### src/design/rmg_pkg.sv
// Shared types, codes and the quarter-wave sine table of the mesh generator.
`timescale 1ns / 1ps
package rmg_pkg;

  localparam int COORD_W   = 16;
  localparam int INDEX_W   = 13;
  localparam int CFG_W     = 7;
  localparam int CFG_IDX_W = 2;

  typedef enum logic [1:0] {
    CMD_APPEND  = 2'd0,
    CMD_VERTEX  = 2'd1,
    CMD_FACE    = 2'd2,
    CMD_RESTART = 2'd3
  } cmd_e;

  typedef enum logic [1:0] {
    ST_OK     = 2'd0,
    ST_RANGE  = 2'd1,
    ST_NO_CAP = 2'd2,
    ST_FULL   = 2'd3
  } status_e;

  localparam logic [1:0] SHAPE_CYL    = 2'd0;
  localparam logic [1:0] SHAPE_CONE   = 2'd1;
  localparam logic [1:0] SHAPE_SPHERE = 2'd2;

  localparam logic [1:0] AXIS_X = 2'd0;
  localparam logic [1:0] AXIS_Y = 2'd1;

  localparam logic [CFG_IDX_W-1:0] REG_RING_COUNT = 2'd0;
  localparam logic [CFG_IDX_W-1:0] REG_SHAPE_KIND = 2'd1;
  localparam logic [CFG_IDX_W-1:0] REG_SWEEP_AXIS = 2'd2;

  localparam logic [CFG_W-1:0] RING_COUNT_RST = 7'd16;
  localparam logic [1:0]       SHAPE_KIND_RST = SHAPE_CYL;
  localparam logic [1:0]       SWEEP_AXIS_RST = AXIS_Y;

  typedef struct packed {
    logic signed [COORD_W-1:0] px;
    logic signed [COORD_W-1:0] py;
    logic signed [COORD_W-1:0] pz;
  } point_t;

  typedef struct packed {
    cmd_e                      cmd;
    point_t                    pt;
    logic [INDEX_W-1:0]        query_index;
  } item_t;

  typedef struct packed {
    status_e                   status;
    logic                      is_face;
    logic signed [COORD_W-1:0] vx;
    logic signed [COORD_W-1:0] vy;
    logic signed [COORD_W-1:0] vz;
    logic [INDEX_W-1:0]        corner_a;
    logic [INDEX_W-1:0]        corner_b;
    logic [INDEX_W-1:0]        corner_c;
  } result_t;

  typedef struct packed {
    logic [CFG_W-1:0] ring_count;
    logic [1:0]       shape_kind;
    logic [1:0]       sweep_axis;
  } cfg_t;

  // Q1.15 quarter wave, 64 steps plus the end point
  localparam logic [15:0] QSINE [0:64] = '{
    16'd0,     16'd804,   16'd1608,  16'd2411,  16'd3212,  16'd4011,  16'd4808,  16'd5602,
    16'd6393,  16'd7180,  16'd7962,  16'd8740,  16'd9512,  16'd10279, 16'd11039, 16'd11793,
    16'd12540, 16'd13279, 16'd14010, 16'd14733, 16'd15447, 16'd16151, 16'd16846, 16'd17531,
    16'd18205, 16'd18868, 16'd19520, 16'd20160, 16'd20788, 16'd21403, 16'd22006, 16'd22595,
    16'd23170, 16'd23732, 16'd24279, 16'd24812, 16'd25330, 16'd25833, 16'd26320, 16'd26791,
    16'd27246, 16'd27684, 16'd28106, 16'd28511, 16'd28899, 16'd29269, 16'd29622, 16'd29957,
    16'd30274, 16'd30572, 16'd30853, 16'd31114, 16'd31357, 16'd31581, 16'd31786, 16'd31972,
    16'd32138, 16'd32286, 16'd32413, 16'd32522, 16'd32610, 16'd32679, 16'd32729, 16'd32758,
    16'd32768
  };

endpackage

### src/design/rmg_front.sv
// Input side: accepts items, decodes the command and buffers them in a two-entry queue.
`timescale 1ns / 1ps
module rmg_front (
  input  logic                                   clk_i,
  input  logic                                   rst_ni,
  input  logic                                   push_i,
  output logic                                   full_o,
  input  logic [1:0]                             cmd_i,
  input  logic signed [rmg_pkg::COORD_W-1:0]     px_i,
  input  logic signed [rmg_pkg::COORD_W-1:0]     py_i,
  input  logic signed [rmg_pkg::COORD_W-1:0]     pz_i,
  input  logic [rmg_pkg::INDEX_W-1:0]            query_index_i,
  output logic                                   item_valid_o,
  output rmg_pkg::item_t                         item_o,
  input  logic                                   item_take_i
);

  rmg_pkg::item_t entry_q [2];
  rmg_pkg::item_t item_in;
  logic           wr_q, rd_q;
  logic [1:0]     cnt_q;
  logic           push_acc;

  assign full_o       = (cnt_q == 2'd2);
  assign item_valid_o = (cnt_q != 2'd0);
  assign push_acc     = push_i && !full_o;
  assign item_o       = entry_q[rd_q];

  always_comb begin
    item_in.cmd         = rmg_pkg::cmd_e'(cmd_i);
    item_in.pt.px       = px_i;
    item_in.pt.py       = py_i;
    item_in.pt.pz       = pz_i;
    item_in.query_index = query_index_i;
  end

  always_ff @(posedge clk_i) begin
    if (push_acc) begin
      entry_q[wr_q] <= item_in;
    end
  end

  always_ff @(posedge clk_i or negedge rst_ni) begin
    if (!rst_ni) begin
      wr_q  <= 1'b0;
      rd_q  <= 1'b0;
      cnt_q <= 2'd0;
    end else begin
      if (push_acc) begin
        wr_q <= ~wr_q;
      end
      if (item_take_i) begin
        rd_q <= ~rd_q;
      end
      unique case ({push_acc, item_take_i})
        2'b10:   cnt_q <= cnt_q + 2'd1;
        2'b01:   cnt_q <= cnt_q - 2'd1;
        default: cnt_q <= cnt_q;
      endcase
    end
  end

endmodule

### config.mk
export PLATFORM = sky130hd
export DESIGN_NAME = rmg_front
export DESIGN_NICKNAME = d
export VERILOG_FILES = /design/src/design/rmg_pkg.sv /design/src/design/rmg_front.sv
export SDC_FILE = /design/constraint.sdc
export NUM_CORES = 1
export LEC_CHECK = 0
export CAP_MARGIN = 20
export CORE_ASPECT_RATIO = 0.7
export CORE_MARGIN = 1
export CORE_UTILIZATION = 45
export CTS_CLUSTER_DIAMETER = 100
export CTS_CLUSTER_SIZE = 8
export DETAILED_ROUTE_END_ITERATION = 10
export DONT_BUFFER_PORTS = 1
export MAX_ROUTING_LAYER = met4
export PLACE_DENSITY = 0.69
export SLEW_MARGIN = 25
export SYNTH_ARGS = -nofsm -noshare
export SYNTH_HDL_FRONTEND = slang
export SYNTH_SLANG_ARGS = --single-unit
### constraint.sdc
create_clock -name clk_i -period 3.5 [get_ports clk_i]
set_clock_uncertainty 0.1 [all_clocks]
set_input_delay 0.35 -clock clk_i [delete_from_list [all_inputs] [get_ports clk_i]]
set_output_delay 0.35 -clock clk_i [all_outputs]
set_load 0.03 [all_outputs]
# ---- Yosys cells after proc, flatten, opt, wreduce, memory -nomap -nowiden
# Memories as Yosys holds them, arrays and structs flattened.
# Cells that the tools add are included.
dict set report op_classes {
  n_mux 3
  eq_ne 3
  add_sub_neg 2
  n_reduce_logical 4
  n_bitwise 2
}
# operator count
set op_table {}
lappend op_table {{$eq 2x2->1 const B} 2}
lappend op_table {{$pmux 2 s2} 1}
lappend op_table {{$reduce_bool 2->1} 2}
lappend op_table {{$add 2x1->2 const B} 1}
lappend op_table {{$eq 2x1->1 const B} 1}
lappend op_table {{$mux 1} 2}
lappend op_table {{$not 1->1} 2}
lappend op_table {{$sub 2x1->2 const B} 1}
lappend op_table {{$logic_and 1x1->1} 1}
lappend op_table {{$logic_not 1->1} 1}
dict set report word_totals {
  word_cells 18
  ram_bits 126
  input_bits 67
  reg_bits 4
  n_memories 1
}
# name words word_bits rd rd_ports_with_merged_regs wr line
set memory_table {}
lappend memory_table {entry_q 2 63 1 0 1 rmg_front.sv:18} ;# rmg_pkg::item_t entry_q [2];

# ---- Logic depth before layout (Yosys ltp)
# Gate-level depths: netlist of the first run.
dict set report depth {
  ltp_word 5
  depth_mapped 6
  ltp_nobuf 6
}

# ---- Least setup slack after synthesis of the first run
# Ideal clock, no wire load.
dict set report synth_path {
  kind {reg2reg}
  from {register cnt_q[0]}
  to {memory entry_q[0][0] (netlist name), enable pin}
  t_arrival_ps 3264
  slack_ps -348
  setup_time_ps 484
  path_stages_with_launch 4
  path_buffers 0
  cell_sequence {dfrtp_1 nand2b_1 nand2_1 nor2_1}
}
dict set report synth_between {
  elab_chain_cells 5
}
# element line
set synth_lines {}
lappend synth_lines {{start: declaration} rmg_front.sv:21} ;# logic [1:0] cnt_q;
lappend synth_lines {{start signal: assignment} rmg_front.sv:56} ;# 2'b10: cnt_q <= cnt_q + 2'd1;
lappend synth_lines {{start signal: assignment} rmg_front.sv:57} ;# 2'b01: cnt_q <= cnt_q - 2'd1;
lappend synth_lines {{start signal: assignment} rmg_front.sv:58} ;# default: cnt_q <= cnt_q;
lappend synth_lines {{$eq 2x2->1} rmg_front.sv:24} ;# assign full_o = (cnt_q == 2'd2);
lappend synth_lines {{$logic_not 1->1} rmg_front.sv:26} ;# assign push_acc = push_i && !full_o;
lappend synth_lines {{$logic_and 1x1->1} rmg_front.sv:26}
lappend synth_lines {{$mux 1} rmg_front.sv:38} ;# if (push_acc) begin
lappend synth_lines {{$mux 1 (not written as such)} rmg_front.sv:39} ;# entry_q[wr_q] <= item_in;
lappend synth_lines {{end: declaration} rmg_front.sv:18}
# No other way between the ends.

==> qor.yml, run 1 <==
floorplan.initialDensity_pct: 47.4
setup-violations-final: 0
post-route-drc-count: 0
global_route.usage.met3_pct: 8.23
critPathKind: "register to output port"
syn2layout_area_growth_pct: 28.4
first_pass_grt_wire_length_um: 13500
whs_path_depth: 2
layout_min_cycle_time_ns: 2.55
pin_count_of_the_biggest_net_entering_global_routing: 64
clock_tree.htree_level_count: 4
layout_commonest_cell: "edfxtp_1"
synth_mux_area_share_pct: 18.5
grt.total_usage_pct: 16.8
power_density_mw_per_mm2: 961
timing.fmax_mhz: 391
grt_setup_unrepaired: "false"
via_count: 2216
number_of_antenna_violations_at_the_first_check_in_global_routing: 0
clk_path_buf_depth: 2
synth_area_leaders: "edfxtp_1 (75%), mux2_4 (18%), buf_12 (2.4%)"
detail_route.wl_per_cell_um: 19.3
fin_crit_sh_pct: 73.0
first_global_vias: 2481
layout_setup_ws_ns: 0.945
detailed_place_hpwl_um: 4900
timing.hold.worst.class: "input pin to register"
syn-mean-instance-area_um2: 23.6
iteration_0_drc_count_of_the_detailed_router: 147
finalCoreUtilization_pct: 60.8
final-max-slew-violation-count: 0
post-place-cells: 359
post_synth_inst_count: 213
finalNonFillerCells: 456
final_global_route_overflow_total: 0
outcome: "completed"
slew_headroom_pct: 56.5
die_w_um: 128
post_cts_setup_buffer_count: 0
antenna-diode-count: 0
yosysTopAreaCell: "edfxtp_1"
yosys_register_bits: 130
hold_violations: 0
cts_tree: "done"
design.die.area_mm2: 0.0116
grt_util_met1_pct: 18.6
gpl.final_weighted_congestion: 0.674
tightestPinTransition_ns: 0.652
chip_height_um: 90.5
num_rows: 31
yosys.area_share.adder_pct: 0.248
cp-end-kind: "output port"
synthesized_area_fraction_occupied_by_and_or_nand_nor_cells_pct: 0.596
synth.yosys.warnings: 0
detailedPlace.worstSlack_ns: 1.37
worstPathArrival_ns: 2.10
totalWireLength_um: 8780
synth_area_in_compound_gates_pct: 0
design.portCount: 132
critical_path_peak_fanout: 34
layout_common_cells: "edfxtp_1 (126), dlygate4sd3_1 (65), mux2_4 (59), clkbuf_16 (17), bufinv_16 (6)"
total_of_max_cap_violations: 0
tns_ns: 0
clk_lat_worst_skew_ns: 0.40
clk_root_buffer_cell: "clkbuf_16"
numPortBuffers: 0
rr_worst_depth: 4
start_kind: "register"
use_met2_pct: 25.9
share_of_final_layout_standard_cells_stronger_than_drive_strength_1_pct: 33.1
dominant_combinational_cell_family_by_area_after_synthesis: "multiplexers"
detail-route-antenna-nets: 0
synth_cell_type_count: 15
vdd_drop_max_uv: 481
synth-xor-area-share_pct: 0.870
nNetsFinal: 363
drt-vias-per-instance: 4.86
postSynthNetCount: 281
synth.yosys.seq_area_share_pct: 77.1
core_area_mm2: 0.0106
timing.critical_path.required_ns: 3.05
power_leakage_uw: 0.00239
gr-max-usage-layer: "met2"
worst_setup_hold_path_clk_slew_ns: 0.06
synth_top_area_share_pct: 75.1
mappedNetlistArea_mm2: 0.00504
cts_made_buffers: 17
first_pass_iters: 4
cts_num_sinks: 130
[through the flow]
stage / total power [uW] / hold WS, ns / cell area (um2)
after floorplan: 4100 / -0.0456 / 5040
after global placement: 4180 / -0.0455 / 5150
after detailed placement: 4220 / -0.0455 / 5150
after CTS: 6260 / 0.0895 / 6470
after global routing: 6450 / 0.115 / 6470
final: 6210 / 0.109 / 6470
[timing repair]
item / CTS / global route
resized for setup: 0 / 0
hold endpoints to repair: 131 / 0
hold buffers: 65 / 0
[worst paths after layout]
check | startpoint | to | slack [ns]
min | item_take_i | cnt_q[0] | 0.11
min in group asynchronous | rst_ni | cnt_q[1] | 0.12
min reg2reg | cnt_q[1] | cnt_q[1] | 0.39
max in group asynchronous | rst_ni | rd_q | 2.98
max reg2reg | cnt_q[0] | entry_q[0][43] | 1.75
max | rd_q | item_o[21] | 0.95
[where the power goes]
part / switching (uW) / internal, uW
Clock: 636 / 1340
Combinational: 1200 / 700
Sequential: 209 / 2130
[sequential cells by signal, indices dropped and copies added (netlist names)]
name	flops
entry_q	126
cnt_q	2
rd_q	1
wr_q	1
[synthesized netlist by cell type]
cell        n
buf_6       1
or2_2       1
edfxtp_1  126
inv_1       1
nor2_1      2
mux2_2      4
ha_1        1
mux2_4     59
buf_12      6
dfrtp_1     4
and3_1      1
nand2_1     1
xor2_1      2
nand2b_1    1
xnor2_1     3
[worst max-delay path, stage by stage, from the launching register on]
cell	delay, ns
dfrtp_4	0.84
buf_4	0.43
mux2_4	0.39
[area by class of cell]
type	count	area (um2)
Fill cell	763	4160
Clock inverter	14	234
Sequential cell	130	3890
Timing Repair Buffer	70	701
Tap cell	148	185
Multi-Input combinational cell	75	1030
Clock buffer	18	429
Inverter	1	3.75
[cells by family after synthesis]
logic type / Yosys count
buf+inv: 8
flops: 130
simple gates: 6
fa+ha+maj: 1
mux: 63
xor+xnor: 5
[layer usage]
metal,routed length [um],up-vias
met2,4230,110
li1,-,1006
met3,885,10
met1,3570,1090
met4,93,0
met5,0,-
Power figures use the tool's default switching activity.
==> inputs of run 2 (changes only) <==
ABC_AREA = 1   (was unset)
PLACE_DENSITY = 0.67   (was 0.69)
clock period = 2.6 ns   (was 3.5 ns; I/O delays follow)
==> run 2 against run 1 <==
Sequential cell count is the same. Routed wire length grew 4.1%. Register-to-register slack lost 1.1 ns. Power grew 32%. Via count grew 34%. Design area grew 2.4%. Utilization grew 2.6 points. Synthesized cell count grew 67%. Sequential power grew 32%. First-iteration DRC count grew 20%. Hold slack lost 0.073 ns.
==> qor.yml, run 2 <==
max_reg_flops: 126  # unchanged
power_leakage_uw: 0.00268  # +12%
detailed_place_hpwl_um: 5440  # +11%
start_kind: "register"
detail-route-antenna-nets: 0  # unchanged
first_pass_grt_wire_length_um: 14600  # +7.8%
final_global_route_overflow_total: 0  # unchanged
worst_setup_hold_path_clk_slew_ns: 0.05  # about the same
met3_length_um: 573  # -35%
critical_path_peak_fanout: 69  # +100%
clock_tree.htree_level_count: 4  # unchanged
cts_tree: "done"
synth.yosys.warnings: 0  # unchanged
slowest_stage_cell_cp: "dfrtp_4"
die_w_um: 126  # -1.5%
cp-end-kind: "output port"
tns_ns: 0  # unchanged
cp_slowest_stage_delay_ns: 0.77  # -0.07 ns
synth_top_area_share_pct: 77.5  # +2.4 points
outcome: "completed"
fin_crit_sh_pct: 89.8
grt_setup_unrepaired: "false"
timing.critical_path.required_ns: 2.24  # -0.81 ns
design.portCount: 132  # unchanged
chip_height_um: 89.1  # -1.5%
ys.flop_type: "edfxtp_1"
report.power.total_uw: 8230  # +32%
number_of_antenna_violations_at_the_first_check_in_global_routing: 0  # unchanged
clk_path_buf_depth: 2  # unchanged
worstPathArrival_ns: 1.98  # -0.12 ns
setup-violations-final: 0  # unchanged
share_of_final_layout_standard_cells_stronger_than_drive_strength_1_pct: 17.7  # -15 points
first_pass_iters: 4  # unchanged
post_cts.resized_instances: 0  # unchanged
timing.fmax_mhz: 428
layout_setup_ws_ns: 0.264  # -0.681 ns
detail_route.wl_per_cell_um: 14.5  # -25%
via_count: 2963  # +34%
mappedNetlistArea_mm2: 0.00488  # -3.1%
drt-vias-per-instance: 4.71  # -3.1%
power_density_mw_per_mm2: 1240  # +29%
layout_commonest_cell: "edfxtp_1"
slew_headroom_pct: 54.3  # -2.3 points
nNetsFinal: 553  # +52%
yosysTopAreaCell: "edfxtp_1"
pin_count_of_the_biggest_net_entering_global_routing: 70  # +9.4%
synth.yosys.seq_area_share_pct: 79.5  # +2.4 points
floorplan.initialDensity_pct: 46.8  # -0.59 points
drt-met1-wl_um: 3940  # +11%
num_rows: 31  # unchanged
cts_made_buffers: 17  # unchanged
synth_area_leaders: "edfxtp_1 (77%), inv_1 (5.4%), nand2_1 (5.4%)"
critical_path.n_buffers_inverters: 2  # +1
max_flop_register: "entry_q"
topRoutingLayerUsed: "met4"
yosys_register_bits: 130  # unchanged
final-max-slew-violation-count: 0  # unchanged
reg.largest.list: "entry_q x126, cnt_q x2"
hold_violations: 0  # unchanged
tightestPinTransition_ns: 0.681  # +0.0292 ns
post_synth_inst_count: 356  # +67%
antenna-diode-count: 0  # unchanged
clk_root_buffer_cell: "clkbuf_16"
post_synth_most_frequent_cells: "edfxtp_1 (126), inv_1 (70), nand2_1 (70), o21ai_0 (52), o21ai_1 (12)"
grt.total_usage_pct: 18.1  # +1.3 points
crit-reg2reg-launch: "cnt_q[1]"
critPathTopFamily: "flip-flops"
path_cells: "buf_12, nand2_1, o21ai_0, buf_4"
postSynthNetCount: 424  # +51%
most_frequent_cell_after_synthesis: "edfxtp_1"
gpl.final_weighted_congestion: 0.685  # +1.6%
layout_min_cycle_time_ns: 2.34
post-place-cells: 532  # +48%
first_global_vias: 2948  # +19%
design.die.area_mm2: 0.0113  # -3.0%
cts_num_sinks: 130  # unchanged
synth_async_sr_flop_share_pct: 3.08  # unchanged
synth-edff-count: 126  # unchanged
worst_setup_path_startpoint: "rd_q"
iteration_0_drc_count_of_the_detailed_router: 176  # +20%
finalCoreUtilization_pct: 63.4  # +2.6 points
clk_lat_worst_skew_ns: 0.40  # about the same
syn2layout_area_growth_pct: 35.6
post-route-drc-count: 0  # unchanged
totalWireLength_um: 9150  # +4.1%
layout_common_cells: "edfxtp_1 (126), nand2_1 (70), inv_1 (69), dlygate4sd3_1 (66), buf_4 (57)"
synth_cell_type_count: 15  # unchanged
detailedPlace.worstSlack_ns: 0.699  # -0.667 ns
timing.hold.worst.class: "input pin to asynchronous set/reset pin"
finalNonFillerCells: 629  # +38%
syn-mean-instance-area_um2: 13.7  # -42%
vdd_drop_max_uv: 778  # +62%
route.met2.wl_um: 4540  # +7.2%
total_of_max_cap_violations: 0  # unchanged
numPortBuffers: 0  # unchanged
core_area_mm2: 0.0104  # -1.8%
critPathKind: "register to output port"
==> run 2: worst paths after layout <==
path | depth (start not counted) | slack [ns] | endpoint
setup / recovery | 4 | 0.26 | item_o[4]
hold / removal | 1 | 0.04 | cnt_q[0]
setup reg to reg | 7 | 0.70 | entry_q[0][23]
hold reg to reg | 2 | 0.39 | wr_q
max in group asynchronous | 1 | 2.16 | rd_q
min in group clk_i | 2 | 0.05 | cnt_q[0]
==> run 2: cell type report <==
class	instances	area (um2)
repair buffers	124	1110
multi-input cells	142	644
clock inverters	11	115
well taps	132	165
fillers	781	3810
flip-flops and latches	130	3890
inverters	70	263
clock buffers	20	437
==> run 2: cells by family (layout without fill, tap and decap cells) <==
group	count (synthesis)	after routing	synth area share, %
flops	130	130	79.5
buf+inv	84	225	7.41
simple gates	75	75	5.87
compound gates	64	64	6.56
xor+xnor	2	2	0.359
fa+ha+maj	1	1	0.256
==> run 2: routing by layer <==
metal  track usage [%]  vias to the layer above
met5                 -                        -
met4              6.35                        0
met3              5.98                       11
met2              29.8                      107
met1              21.2                     1390
li1                  -                     1455
==> run 2: what timing repair did <==
item / 4_1_cts / 5_1_grt
hold buffers: 66 / 0
endpoints found under the hold margin: 132 / 0
setup buffers: 0 / 0
==> run 2: where the power goes <==
group	leakage (uW)	switching (uW)	internal, uW
combinational	0.00120	2040	887
clock	0.000263	809	1390
sequential	0.00122	235	2860
total	0.00268	3090	5140
==> run 2: stage by stage <==
stage	hold WS, ns	cell area, um2
after floorplan	-0.136	4890
after global placement	-0.135	5410
after detailed placement	-0.135	5410
after CTS	0.000521	6620
after global routing	0.0378	6620
final	0.0361	6620
==> run 2: worst reg2reg max path, cell delays in order, from the launching register on <==
cell and delay, ns:
dfrtp_1 0.39, inv_1 0.12, nor2_1 0.06, buf_4 0.17, inv_1 0.08, nand3_1 0.10, inv_2 0.07, buf_4 0.42
==> inputs of run 3 (changes only) <==
GPL_TIMING_DRIVEN = 0   (was unset)
==> run 3 against run 2 <==
Die area did not move. Sequential share of layout area increased by 2.6 points. Critical path depth fell by 1. Largest cell class unchanged. Clock-buffer cell count unchanged. Combinational power is 9.6% lower. Sequential cell count unchanged. Worst setup slack worse by 0.031 ns. Clock power about the same. Global-route usage rose by 0.14 points. Via count down 4.4%. Non-clock buffer count down 41. Power down 4.9%.
==> qor.yml, run 3 (synthesized netlist as in run 2, its figures left out) <==
outcome: "completed"
grt.total_usage_pct: 18.2  # +0.14 points
grt_setup_unrepaired: "false"
cp-end-kind: "output port"
via_count: 2833  # -4.4%
clk_lat_worst_skew_ns: 0.40  # about the same
slowest_stage_cell_cp: "o21ai_0"
final-max-slew-violation-count: 0  # unchanged
floorplan.initialDensity_pct: 46.8  # unchanged
timing.hold.worst.class: "input pin to asynchronous set/reset pin"
layout_commonest_cell: "edfxtp_1"
totalWireLength_um: 9490  # +3.8%
path_cells: "buf_6, clkbuf_1, o21ai_0"
vdd_drop_max_uv: 866  # +11%
cts_num_sinks: 130  # unchanged
pin_count_of_the_biggest_net_entering_global_routing: 34  # -51%
numPortBuffers: 0  # unchanged
fin_crit_sh_pct: 91.0  # +1.2 points
detailedPlace.worstSlack_ns: 0.605  # -0.0943 ns
cts_tree: "done"
first_pass_iters: 4  # unchanged
layout_min_cycle_time_ns: 2.37  # +0.0308 ns
iteration_0_drc_count_of_the_detailed_router: 227  # +29%
num_rows: 31  # unchanged
first_pass_grt_wire_length_um: 14500  # -0.66%
post-place-cells: 491  # -7.7%
number_of_antenna_violations_at_the_first_check_in_global_routing: 0  # unchanged
detail-route-antenna-nets: 0  # unchanged
gpl.final_weighted_congestion: 0.693  # +1.1%
setup-violations-final: 0  # unchanged
final.hold.worst_slack_ns: 0.0411  # +0.00504 ns
max_flop_register: "entry_q"
power_density_mw_per_mm2: 1240  # -0.61%
share_of_final_layout_standard_cells_stronger_than_drive_strength_1_pct: 9.43  # -8.3 points
chip_height_um: 89.1  # unchanged
post-route-drc-count: 0  # unchanged
clock_tree.htree_level_count: 4  # unchanged
post_cts.resized_instances: 0  # unchanged
first_global_vias: 2836  # -3.8%
finalNonFillerCells: 588  # -6.5%
core_area_mm2: 0.0104  # unchanged
power_leakage_uw: 0.00248  # -7.4%
nNetsFinal: 512  # -7.4%
final_global_route_overflow_total: 0  # unchanged
max_reg_flops: 126  # unchanged
detail_route.wl_per_cell_um: 16.1  # +11%
finalCoreUtilization_pct: 60.7  # -2.7 points
switching_share_pct: 39.4  # +1.9 points
syn2layout_area_growth_pct: 29.8
hold_violations: 0  # unchanged
drt-vias-per-instance: 4.82  # +2.3%
worst_setup_hold_path_clk_slew_ns: 0.06  # about the same
power_frac_comb_pct: 33.8  # -1.8 points
design.portCount: 132  # unchanged
design.die.area_mm2: 0.0113  # unchanged
worstPathArrival_ns: 2.01  # +0.03 ns
critPathKind: "register to output port"
reg.largest.list: "entry_q x126, cnt_q x2"
clk_root_buffer_cell: "clkbuf_16"
p_int_uw: 4750  # -7.8%
total_of_max_cap_violations: 0  # unchanged
detailed_place_hpwl_um: 5820  # +7.0%
layout_common_cells: "edfxtp_1 (126), nand2_1 (70), inv_1 (69), dlygate4sd3_1 (66), o21ai_0 (52)"
p_clk_share_pct: 28.2  # +1.4 points
layout_setup_ws_ns: 0.233  # -0.0308 ns
die_w_um: 126  # unchanged
timing.fmax_mhz: 423  # -1.3%
r2r_setup_slack_ns: 0.55  # -0.15 ns
final_std_cell_area_no_fill_mm2: 0.00634  # -4.3%
p_seq_share_pct: 37.9  # +0.2 points
critical_path_peak_fanout: 10  # -86%
placed_cell_area_mm2: 0.00512  # -5.2%
cp_slowest_stage_delay_ns: 0.88  # +0.11 ns
net-switching-power_uw: 3080  # about the same
antenna-diode-count: 0  # unchanged
slew_headroom_pct: 26.5  # -28 points
clk_path_buf_depth: 2  # unchanged
timing.critical_path.required_ns: 2.24  # about the same
tightestPinTransition_ns: 1.09  # +0.409 ns
cts_made_buffers: 17  # unchanged
start_kind: "register"
==> run 3: cell count changes in the layout (fill, tap and decap cells not counted) <==
cell        change
buf_4          -57
buf_2           +7
buf_6           +5
clkbuf_1        +2
buf_12          +1
buf_16          +1
clkinv_1        +1
clkinv_2        -1
clkinv_4        +1
clkinvlp_4      -1
dfrtp_1         +1
dfrtp_4         -1
inv_2           -1
inv_4           +1
==> run 3: worst paths after layout <==
check / from / end / cells past startpoint
setup / recovery: rd_q / item_o[31] / 3
hold / removal: rst_ni / cnt_q[0] / 1
setup reg to reg: cnt_q[0] / entry_q[0][27] / 5
hold reg to reg: cnt_q[1] / cnt_q[1] / 2
max in group asynchronous: rst_ni / cnt_q[1] / 1
min in group clk_i: push_i / wr_q / 3
==> run 3: repair_timing <==
item / in CTS / in global routing
setup buffers: 0 / 0
hold buffers: 66 / 0
hold endpoints to repair: 133 / 0
==> run 3: per-layer routing <==
layer / routed length [um] / part of all wire (%) / global-route usage, %
met5: 0 / 0 / -
met4: 74 / 0.78 / 7.01
met3: 682 / 7.2 / 5.80
met2: 4480 / 47 / 28.6
met1: 4260 / 45 / 22.4
==> run 3: power by group through the flow <==
stage               sequential [uW]  clock (uW)  combinational [uW]
finish                         2970        2210                2650
global route                   3020        2340                2860
CTS                            2970        2260                2690
detailed placement             3010           0                2580
global placement               3030           0                2460
floorplan                      3000           0                2070
==> run 3: cell type report <==
type,instances,area [um2]
Clock buffer,20,437
Buffer,14,98.8
Sequential cell,130,3880
Fill cell,788,4100
Tap cell,132,165
Multi-Input combinational cell,142,644
Clock inverter,11,115
Timing Repair Buffer,69,728
Inverter,70,265
==> run 3: critical path, delay by kind of cell (launching register included) <==
kind,cells,cell delay (ns)
flip-flops,1,0.37
AO/OA/AOI/OAI,1,0.88
buffers and inverters,2,0.37
==> run 3: per-stage QoR <==
| step | setup TNS (ns) | total power, uW |
|---|---|---|
| detailed placement | 0 | 5590 |
| finish | 0 | 7830 |
| global route | 0 | 8220 |
| floorplan | 0 | 5080 |
| CTS | 0 | 7910 |
| global placement | -39.91 | 5490 |
